[src/hdl/vnt_pkg.sv]
// vnt_pkg: shared widths, register codes and helpers for the vertex/normal transform
// used by vertex_normal_transform, vnt_isqrt and vnt_div; no dependencies
`default_nettype none

package vnt_pkg;

    // matrix entry and register layout
    localparam int ENTRY_W = 16;
    localparam int ROW_W   = 64;
    localparam int COF_W   = 33;

    // normal normalisation datapath
    localparam int MAG_W   = 30;
    localparam int SUMSQ_W = 62;
    localparam int ROOT_W  = 31;
    localparam int QUO_W   = 14;
    localparam int DIVD_W  = 43;
    localparam int FRAC_W  = 12;

    // configuration register indexes
    typedef enum logic [1:0] {
        CFG_ROW0 = 2'd0,
        CFG_ROW1 = 2'd1,
        CFG_ROW2 = 2'd2
    } cfg_reg_t;

    localparam logic [ROW_W-1:0] ROW0_RESET = 64'h0000_0000_0000_1000;
    localparam logic [ROW_W-1:0] ROW1_RESET = 64'h0000_0000_1000_0000;
    localparam logic [ROW_W-1:0] ROW2_RESET = 64'h0000_1000_0000_0000;

    localparam logic signed [COF_W-1:0] COF_ONE  = 33'sd16777216;
    localparam logic signed [COF_W-1:0] COF_ZERO = 33'sd0;

    // one signed Q4.12 entry of a packed row
    function automatic logic signed [ENTRY_W-1:0] row_entry(input logic [ROW_W-1:0] row,
                                                            input logic [1:0] col);
        return row[ENTRY_W*col +: ENTRY_W];
    endfunction

endpackage

`default_nettype wire

[src/hdl/vnt_isqrt.sv]
// vnt_isqrt: pipelined floor square root, one root bit per register stage
// depends on vnt_pkg
`default_nettype none

module vnt_isqrt
    import vnt_pkg::*;
(
    input  wire logic               clk,
    input  wire logic               en,
    input  wire logic [SUMSQ_W-1:0] radicand,
    output logic      [ROOT_W-1:0]  root
);

    localparam int CMP_W = SUMSQ_W + 2;

    logic [SUMSQ_W-1:0] rem_reg  [ROOT_W];
    logic [ROOT_W-1:0]  root_reg [ROOT_W];

    genvar k;
    for (k = 0; k < ROOT_W; k++)
    begin : g_step
        localparam int B = ROOT_W - 1 - k;
        logic [SUMSQ_W-1:0] rem_in;
        logic [ROOT_W-1:0]  root_in;
        logic [CMP_W-1:0]   trial;

        if (k == 0)
        begin : g_first
            assign rem_in  = radicand;
            assign root_in = '0;
        end
        else
        begin : g_next
            assign rem_in  = rem_reg[k-1];
            assign root_in = root_reg[k-1];
        end

        // try setting this root bit: (root + 2^b)^2 against the remainder
        assign trial = (CMP_W'(root_in) << (B + 1)) + (CMP_W'(1) << (2 * B));

        always_ff @(posedge clk)
        begin
            if (en)
            begin
                if (CMP_W'(rem_in) >= trial)
                begin
                    rem_reg[k]  <= rem_in - trial[SUMSQ_W-1:0];
                    root_reg[k] <= root_in | (ROOT_W'(1) << B);
                end
                else
                begin
                    rem_reg[k]  <= rem_in;
                    root_reg[k] <= root_in;
                end
            end
        end
    end

    assign root = root_reg[ROOT_W-1];

endmodule

`default_nettype wire

[config.mk]
export PLATFORM = sky130hd
export DESIGN_NAME = vnt_isqrt
export DESIGN_NICKNAME = d
export VERILOG_FILES = /design/src/hdl/vnt_pkg.sv /design/src/hdl/vnt_isqrt.sv
export SDC_FILE = /design/constraint.sdc
export NUM_CORES = 2
export LEC_CHECK = 0
export BUFFER_PORTS_ARGS = -buffer_cell sky130_fd_sc_hd__buf_2
export CORE_ASPECT_RATIO = 2
export CORE_MARGIN = 2
export CORE_UTILIZATION = 35
export CTS_CLUSTER_SIZE = 16
export DETAILED_ROUTE_END_ITERATION = 10
export GPL_TIMING_DRIVEN = 1
export HOLD_SLACK_MARGIN = 0.05
export SYNTH_ARGS = -nofsm -noshare
export SYNTH_HDL_FRONTEND = slang
export SYNTH_SLANG_ARGS = --single-unit
[constraint.sdc]
create_clock -name clk -period 8.6 [get_ports clk]
set_clock_uncertainty 0.05 [all_clocks]
set_input_delay 1.29 -clock clk [delete_from_list [all_inputs] [get_ports clk]]
set_output_delay 1.29 -clock clk [all_outputs]
set_load 0.02 [all_outputs]
==> results.cfg <==
[floorplan]
chipWidth_um = 406
fp-row-count = 295
core_area_um2 = 322000
initial_core_util_pct = 35.1
ioPinCount = 95
dieHeight_um = 808
die_area_um2 = 328000

[power]
leakagePower_nw = 46.9
power_density_nw_per_um2 = 264
total_power_mw = 33.4
vdd_drop_max_v = 0.000220

[final_layout]
drive_above_1_share_pct = 6.57
area_growth_pct = 11.9
multi_input_area_um2 = 39300
final_common_cell = edfxtp_1
mostFrequentLayoutCells = edfxtp_1, nand2_1, inv_1
nFillCells = 30500
ff_latch_area_um2 = 70700
largest_register_ffs = 1860
nets = 9838

[timing]
timing.slew.headroom_pct = -10.7
worst_pin_slew_ns = 1.64
setup_viol = 0
fin_crit_sh_pct = 56.0
period_minus_slack_ns = 4.81
holdWs_ns = 0.316
slew_violations = 7
finalHoldViolCount = 0
setup_tns_ns = 0
worst_slack_ns = 3.79
rsz0062_at_grt = false
max_clock_freq_mhz = 208

[critical_path]
crit_path_end_kind = register
crit_type = register to register
cp_data_required_time_ns = 9.17
cp-start-kind = register
arrival_ns = 5.38
startpoint = rem_reg[1][688]
crit_fanout = 9
r2r-start = rem_reg[1][688]

[yosys]
synth_cells = 9046
synth-edff-count = 2356
async_flop_share_pct = 0
netlist_area_um2 = 113000
avgSynthCellArea_um2 = 12.5
syn_nets = 9635
ys_types = 87
yosysSeqAreaShare_pct = 62.6
ys_ff_latch = 2356
synth_ff_type = edfxtp_1
yosysWarnings = 0

[detailed_routing]
avgViaCountPerCell = 5.30
drt_iter0_drc = 4039
postRouteAntennaNets = 0
drc = 0
firstDrtPassIters = 7
wire_per_inst_um = 26.6
drt_wl_total_um = 365000
via_count = 72900

[global_route]
grt_pass1_wl_um = 513000
grt_max_degree = 190
antenna_found_initial = 15
grt_pass1_vias = 78200
grt_overflow_total = 0
grt.total_usage_pct = 22.0

[cts]
cts_buffer_depth = 4
cts_tree = built
post-cts-setup-buffers = 0
cts-htree-levels = 4
postCtsResizedCells = 0
holdBufCountCts = 0
cts_num_sinks = 2356
clkLatencyLatePin_ns = 0.94
cts_buffers = 223
cts-root-buf = clkbuf_16
clk_pin_slew_worst_paths_ns = 0.07

[status]
status = finished with violations
violations = max-capacitance violations, max-slew violations

[placed_design]
gp_congestion = 0.998
place_ws_ns = 3.10
port_buffers = 94
dp_hpwl_um = 293000

[hold_path]
hold_path.class = register to register
hold_start = rem_reg[0][692]

[flow_run]
maxCapViolCount = 3
[worst max-delay path, stage by stage (launching register included)]
cell	delay [ns]
edfxtp_1	0.40
ha_1	0.39
o21a_1	0.16
o21ai_1	0.11
a31o_1	0.31
o31a_1	0.45
a2111oi_1	1.35
nor4bb_1	0.27
or4b_1	0.41
or2_1	0.36
nor2_1	0.12
xor2_1	0.15
[path summary, 6_finish.rpt]
check	end	slack (ns)	depth (start not counted)
max	rem_reg[1][793]	3.79	11
min	rem_reg[0][754]	0.32	0
max reg2reg	rem_reg[1][793]	3.79	11
min reg2reg	rem_reg[0][754]	0.32	0
[per-layer routing]
layer / part of all wire (%) / track usage (%) / up-vias
met2: 60 / 47.3 / 1900
met3: 2.9 / 3.00 / 1275
li1: - / - / 34200
met4: 15 / 26.8 / 10
met5: 0.014 / 0 / -
met1: 22 / 12.2 / 35500
[stage by stage]
stage	util, %	instance area [um^2]	instances
floorplan	-	113000	9046
global placement	37.0	119000	13300
detailed placement	37.0	119000	13300
CTS	39.2	126000	13700
global route	39.3	126000	13700
finish	39.3	127000	13700
[layout make-up]
class,count,share of cell area (%)
inverters,662,1.96
diodes,17,0.0336
multi-input cells,5815,31.1
repair buffers,191,1.05
clock buffers,270,4.58
flip-flops and latches,2356,55.9
clock inverters,131,1.13
well taps,4306,4.26
[Yosys cell counts, types with 23 or more instances]
| master | count | area, um^2 |
|---|---|---|
| o211ai_1 | 24 | 180 |
| nor2b_1 | 79 | 494 |
| nor4_1 | 321 | 2010 |
| ha_1 | 525 | 6570 |
| nand3b_1 | 23 | 173 |
| xor2_1 | 402 | 3520 |
| mux2_1 | 38 | 428 |
| a21o_1 | 276 | 2070 |
| o21a_1 | 90 | 676 |
| a211oi_1 | 45 | 338 |
| nand2_1 | 658 | 2470 |
| and2_1 | 35 | 219 |
| or3_1 | 98 | 613 |
| o31ai_1 | 36 | 270 |
| nor2_1 | 516 | 1940 |
| nor3_1 | 257 | 1290 |
| or4_1 | 59 | 443 |
| o21ai_1 | 290 | 1450 |
| nand2b_1 | 98 | 613 |
| a21oi_1 | 463 | 2320 |
| nor4b_1 | 45 | 394 |
| xnor2_1 | 404 | 3540 |
| and3_1 | 43 | 269 |
| o21ai_0 | 200 | 1000 |
| clkbuf_1 | 189 | 709 |
| a31oi_1 | 40 | 250 |
| o21bai_1 | 63 | 473 |
| or2_2 | 27 | 169 |
| nand4_1 | 152 | 951 |
| edfxtp_1 | 2356 | 70700 |
| inv_1 | 657 | 2470 |
| nand3_1 | 165 | 826 |
| a21boi_0 | 25 | 188 |
[power breakdown]
part,internal (mW),total (mW),switching [mW]
registers,14.5,15.8,1.26
logic,2.78,7.56,4.78
clock network,5.66,10.0,4.38
[cell families after synthesis]
logic type      Yosys count  share of synthesized area [%]
buf+inv                 875                           2.93
fa+ha+maj               525                           5.81
xor+xnor                806                           6.24
flops                  2356                           62.6
compound gates         1721                           9.49
simple gates           2694                           12.3
mux                      69                          0.676
Note: power is estimated with default switching activity, not from simulation.
