<file path="config.mk">
export PLATFORM = sky130hd
export DESIGN_NAME = vnt_div
export DESIGN_NICKNAME = d
export VERILOG_FILES = /design/src/hdl/vnt_pkg.sv /design/src/hdl/vnt_div.sv
export SDC_FILE = /design/constraint.sdc
export NUM_CORES = 2
export LEC_CHECK = 0
export BUFFER_PORTS_ARGS = -buffer_cell sky130_fd_sc_hd__buf_4
export CAP_MARGIN = 0
export CORE_AREA = 2 2 322 324
export DETAILED_ROUTE_END_ITERATION = 8
export DIE_AREA = 0 0 324 326
export GPL_TIMING_DRIVEN = 0
export HOLD_SLACK_MARGIN = 0.06
export PLACE_DENSITY = 0.82
export SETUP_SLACK_MARGIN = 0.4
export SLEW_MARGIN = 20
export SYNTH_ARGS = -nofsm -noshare
export SYNTH_HDL_FRONTEND = slang
export SYNTH_SLANG_ARGS = --single-unit
</file>
<file path="constraint.sdc">
create_clock -name clk -period 9.7 [get_ports clk]
set_input_delay 1.455 -clock clk [delete_from_list [all_inputs] [get_ports clk]]
set_output_delay 1.455 -clock clk [all_outputs]
set_load 0.05 [all_outputs]
</file>
<file path="src/hdl/vnt_pkg.sv">
// vnt_pkg: shared widths, register codes and helpers for the vertex/normal transform
// used by vertex_normal_transform, vnt_isqrt and vnt_div; no dependencies
`default_nettype none

package vnt_pkg;

    // matrix entry and register layout
    localparam int ENTRY_W = 16;
    localparam int ROW_W   = 64;
    localparam int COF_W   = 33;

    // normal normalisation datapath
    localparam int MAG_W   = 30;
    localparam int SUMSQ_W = 62;
    localparam int ROOT_W  = 31;
    localparam int QUO_W   = 14;
    localparam int DIVD_W  = 43;
    localparam int FRAC_W  = 12;

    // configuration register indexes
    typedef enum logic [1:0] {
        CFG_ROW0 = 2'd0,
        CFG_ROW1 = 2'd1,
        CFG_ROW2 = 2'd2
    } cfg_reg_t;

    localparam logic [ROW_W-1:0] ROW0_RESET = 64'h0000_0000_0000_1000;
    localparam logic [ROW_W-1:0] ROW1_RESET = 64'h0000_0000_1000_0000;
    localparam logic [ROW_W-1:0] ROW2_RESET = 64'h0000_1000_0000_0000;

    localparam logic signed [COF_W-1:0] COF_ONE  = 33'sd16777216;
    localparam logic signed [COF_W-1:0] COF_ZERO = 33'sd0;

    // one signed Q4.12 entry of a packed row
    function automatic logic signed [ENTRY_W-1:0] row_entry(input logic [ROW_W-1:0] row,
                                                            input logic [1:0] col);
        return row[ENTRY_W*col +: ENTRY_W];
    endfunction

endpackage

`default_nettype wire

</file>
<file path="src/hdl/vnt_div.sv">
// vnt_div: pipelined restoring divider, one quotient bit per register stage
// depends on vnt_pkg; quotient must fit QUO_W bits
`default_nettype none

module vnt_div
    import vnt_pkg::*;
(
    input  wire logic              clk,
    input  wire logic              en,
    input  wire logic [DIVD_W-1:0] dividend,
    input  wire logic [ROOT_W-1:0] divisor,
    output logic      [QUO_W-1:0]  quotient
);

    localparam int CMP_W = ROOT_W + QUO_W;

    logic [DIVD_W-1:0] rem_reg [QUO_W];
    logic [ROOT_W-1:0] dvs_reg [QUO_W];
    logic [QUO_W-1:0]  quo_reg [QUO_W];

    genvar k;
    for (k = 0; k < QUO_W; k++)
    begin : g_step
        localparam int B = QUO_W - 1 - k;
        logic [DIVD_W-1:0] rem_in;
        logic [ROOT_W-1:0] dvs_in;
        logic [QUO_W-1:0]  quo_in;
        logic [CMP_W-1:0]  shifted;

        if (k == 0)
        begin : g_first
            assign rem_in = dividend;
            assign dvs_in = divisor;
            assign quo_in = '0;
        end
        else
        begin : g_next
            assign rem_in = rem_reg[k-1];
            assign dvs_in = dvs_reg[k-1];
            assign quo_in = quo_reg[k-1];
        end

        // subtract the shifted divisor when it fits
        assign shifted = CMP_W'(dvs_in) << B;

        always_ff @(posedge clk)
        begin
            if (en)
            begin
                dvs_reg[k] <= dvs_in;
                if (CMP_W'(rem_in) >= shifted)
                begin
                    rem_reg[k] <= rem_in - shifted[DIVD_W-1:0];
                    quo_reg[k] <= quo_in | (QUO_W'(1) << B);
                end
                else
                begin
                    rem_reg[k] <= rem_in;
                    quo_reg[k] <= quo_in;
                end
            end
        end
    end

    assign quotient = quo_reg[QUO_W-1];

endmodule

`default_nettype wire

</file>
==> results by stage <==
Run status:
- The flow ran to the end, and the final reports show no timing, DRC or antenna violations.

Power and ir drop:
- Sequential cells account for 37.1% of the total power.
- The switching part of the total is 36.1%.
- The maximum vdd drop is 0.000179 V.
- In this run the static leakage power is 27.3 nW.
- The sum of internal, switching and leakage power is 19.7 mW.
- The combinational group share of total power is 40.9%.
- The internal power contribution is 12.6 mW.
- The part of the total power dissipated in the clock network is 22.0%.
- The power density relative to cell area is 292 mW/mm².
- In this run the power spent charging and discharging nets is 7.09 mW.

Clock tree:
- The H-tree generated during clock tree synthesis spans 3 levels.
- Clock-pin slew was measured on the worst setup and hold paths at 0.07 ns.
- The maximum clock path buffer count is 3.
- The root buffer cell chosen for the clock tree is clkbuf_16.
- For this design, the sink count on the clock tree is 1067.
- The post-cts repair resize count is 0.
- The clock latency of the later-clocked register in the worst-skew pair is 0.72 ns.
- Clock tree synthesis inserted a total of 114 buffers.
- The number of setup buffers added after CTS is 0.
- Buffers inserted to repair hold after CTS numbered 0.
- The CTS tree is built.

Floorplan:
- The die is 324 µm wide.
- The I/O pin count is 90.
- The area of the core is 0.103 mm².
- The floorplan has 118 rows.
- The vertical die dimension is 326 µm.
- The starting density of the core is 59.2%.
- The die covers 0.106 mm².

Yosys:
- The synthesized instance count is 5540.
- The most instantiated flip-flop cell in the synthesis netlist is edfxtp_1.
- The net count after synthesis is 6062.
- The number of warning messages in the yosys log is 0.
- After synthesis the cells add up to 0.0608 mm².
- The mean area per synthesized cell is 11.0 µm².
- The count of flip-flops with a built-in enable after synthesis is 1067.
- In this run the biggest area consumer among cell types represents 52.7% of the synthesized area.
- The cell taking the most area after synthesis is edfxtp_1.
- The sequential fraction of the synthesis area is 52.7%.
- The share of synthesized flip-flops with an asynchronous set or reset is 0%.
- Yosys mapped the design onto 93 distinct sky130hd cell types.
- The synthesized design contains 1067 register bits.
- By area the synthesized netlist is led by edfxtp_1 53%, ha_1 8.9%, a21oi_1 3.7%.

Setup path:
- The critical path launch point type is a register.
- The data required time of the critical path is 10.11 ns.
- By instance count, the cell type seen most on the critical path is inv_1.
- Together, buffers and inverters on the worst path number 3.
- For this design, the slowest cell found on the critical path is clkbuf_1.
- Of all nets on the critical path, the largest fanout is 10.
- The kind of end point of the critical path is a register.
- The cell family contributing the most delay on the critical path is compound AO/OA/AOI/OAI gates.
- The most critical setup path has its startpoint at rem_reg[0][222].
- In this design, the stage delay of the slowest critical-path cell is 0.64 ns.
- The critical path start-end classification is reg -> reg.
- The startpoint identified for the worst register-to-register timing path is rem_reg[0][222].
- Data on the critical path arrives at its endpoint at 5.92 ns.
- The critical path goes through inv_1 -> ha_1 -> inv_1 -> fa_1 -> a211oi_1 -> o21bai_1 -> o2111ai_1 -> a21boi_0 -> o31ai_1 -> o21ai_1 -> a21oi_1 -> o221ai_1 -> nor2_2 -> clkbuf_1 -> o21ai_0.

Cells and area:
- The share of final-layout standard cells stronger than drive strength 1 is 8.13%.
- The most frequent standard cell in the layout excluding fill and tap cells is edfxtp_1.
- The final layout net count is 6282.
- The area growth from synthesis to layout is 10.8%.
- The number of antenna diodes in the final layout is 0.
- The final standard cell utilization of the core is 65.6%.
- The number of flip-flops in the largest register is 559.
- Excluding fillers, the count of instances in the completed layout stands at 7232.
- Summing all multi-input logic gate instances after layout gives 0.0260 mm².
- The number of fill cells in the layout is 7794.
- Summing all flip-flop and latch instances after layout gives 0.0320 mm².
- Leaving out fill and tap cells, the most frequent cells in the layout are 1067 x edfxtp_1, 551 x inv_1, 472 x nand2_1, 444 x a21oi_1, 433 x ha_1.

Flow run:
- The max capacitance violation total is 0.

Drt:
- In this run the remaining antenna-violating nets after routing total 0.
- The aggregate routed wire length is 144000 µm.
- The final route contains 42200 vias.
- After the first detailed-routing iteration, the DRC count stood at 2490.
- After detailed routing, the average wire length per cell comes to 19.9 µm.
- The DRC violation count after routing is 0.
- The vias per cell is 5.84.
- The first detailed-routing pass took 8 iterations.

GRT:
- The first global-routing pass estimated 226000 µm of wire.
- The number of antenna violations at the first check in global routing came to 1.
- In the global route stage, overall resource usage came out at 27.5%.
- After global routing the overflow that remains totals 0.
- Entering global routing, the biggest net connects 87 pins.
- The via count of the first global-routing pass is 43900.

STA:
- The worst slew slack as a fraction of its limit is 23.5%.
- The setup TNS is 0 ns.
- The ratio of final minimum period to clock period is 56.9%.
- For this run, the top clock speed supported by timing is 181 MHz.
- The final-report hold violation count is 0.
- The worst hold margin is 0.413 ns.
- The maximum clock skew at final layout is 0.0368 ns.
- The worst-margin pin slew is 1.14 ns.
- The clock period minus final worst setup slack is 5.52 ns.
- Setup repair after global routing left no endpoint under its margin.
- The number of max-slew violations in the final report is 0.
- Setup violations remaining at the end of the flow were counted as 0.

Worst hold path:
- The worst hold path belongs to the class reg -> reg.
- The startpoint identified for the worst hold timing path is quo_reg[0][80].

Placed design:
- After legalization and detailed placement, the total HPWL measured 113000 µm.
- The total placed cells including tap cells is 7024.
- During placement, the flow inserted port buffers numbering 89.
- The final weighted congestion in routability-driven placement is 1.01.
## synthesized netlist by cell type, types with 9 or more instances
library cell and n:
nand3b_1 12, a221o_1 11, mux2i_1 11, nand4_1 78
o21ai_1 9, nor3_1 65, and3_1 44, o21a_1 48
nor2_1 318, nand2b_1 55, or2_2 10, ha_1 433
o21bai_1 47, a21o_1 222, inv_1 551, a211o_1 14
or4_1 15, a31oi_1 43, fa_1 13, or3_1 22
nand2_1 472, xnor2_1 213, a211oi_1 40, nand3_1 80
o211ai_1 24, a21oi_1 444, o31ai_1 32, nor2b_1 56
xor2_1 181, o21ai_0 388, nor4_1 42, and2_1 26
a31o_2 9, buf_2 15, and4_1 15, clkbuf_1 130
mux2_2 122, edfxtp_1 1067
## through the flow
stage,instance area (µm²),worst slack [ns]
global route,67400,4.01
detailed placement,63600,4.22
finish,67400,4.18
CTS,67400,4.24
global placement,63200,-0.705
floorplan,60800,5.09
## path summary, 6_finish.rpt
| path | endpoint | slack (ns) | cells after the start |
|---|---|---|---|
| max | rem_reg[0][289] | 4.18 | 15 |
| min reg2reg | quo_reg[0][94] | 0.41 | 0 |
| min | quo_reg[0][94] | 0.41 | 0 |
| max reg2reg | rem_reg[0][289] | 4.18 | 15 |
## worst reg2reg max path, stage by stage, from the launching register on
cell and delay (ns):
edfxtp_1 0.36, inv_1 0.10, ha_1 0.18, inv_1 0.07, fa_1 0.44, a211oi_1 0.32, o21bai_1 0.19, o2111ai_1 0.29
a21boi_0 0.23, o31ai_1 0.56, o21ai_1 0.26, a21oi_1 0.40, o221ai_1 0.29, nor2_2 0.61, clkbuf_1 0.66, o21ai_0 0.25
## kinds of logic after synthesis
family / count (synthesis) / synth area share, %
flip-flops: 1067 / 52.7
adder cells (fa/ha/maj): 446 / 9.34
multiplexers: 133 / 2.44
XOR/XNOR: 394 / 5.68
AO/OA/AOI/OAI: 1448 / 14.8
buffers and inverters: 706 / 4.44
AND/OR/NAND/NOR: 1346 / 10.6
## layout make-up
type | count | share of cell area (%)
Sequential cell | 1067 | 47.6
Buffer | 154 | 0.990
Timing Repair Buffer | 104 | 1.54
Multi-Input combinational cell | 3767 | 38.7
Clock buffer | 132 | 4.37
Clock inverter | 76 | 1.22
Inverter | 552 | 3.08
Tap cell | 1380 | 2.56
## power groups by stage
stage,Clock (mW),Sequential (mW),Combinational (mW)
3_3_place_gp,0,7.36,7.77
2_1_floorplan,0,7.13,6.17
4_1_cts,4.40,7.27,7.98
3_5_place_dp,0,7.35,7.92
6_report,4.32,7.29,8.05
5_1_grt,4.57,7.40,8.97
## layer usage
metal | vias to the layer above | GRT usage (%) | part of all wire (%) | routed length, µm
met2 | 1155 | 54.1 | 55 | 79900
met5 | - | 0 | 0 | 0
met4 | 0 | 21.0 | 8.3 | 11900
met1 | 19900 | 25.2 | 33 | 47600
li1 | 20700 | - | - | -
met3 | 452 | 2.87 | 3.2 | 4580
Power figures use the tool's default switching activity.
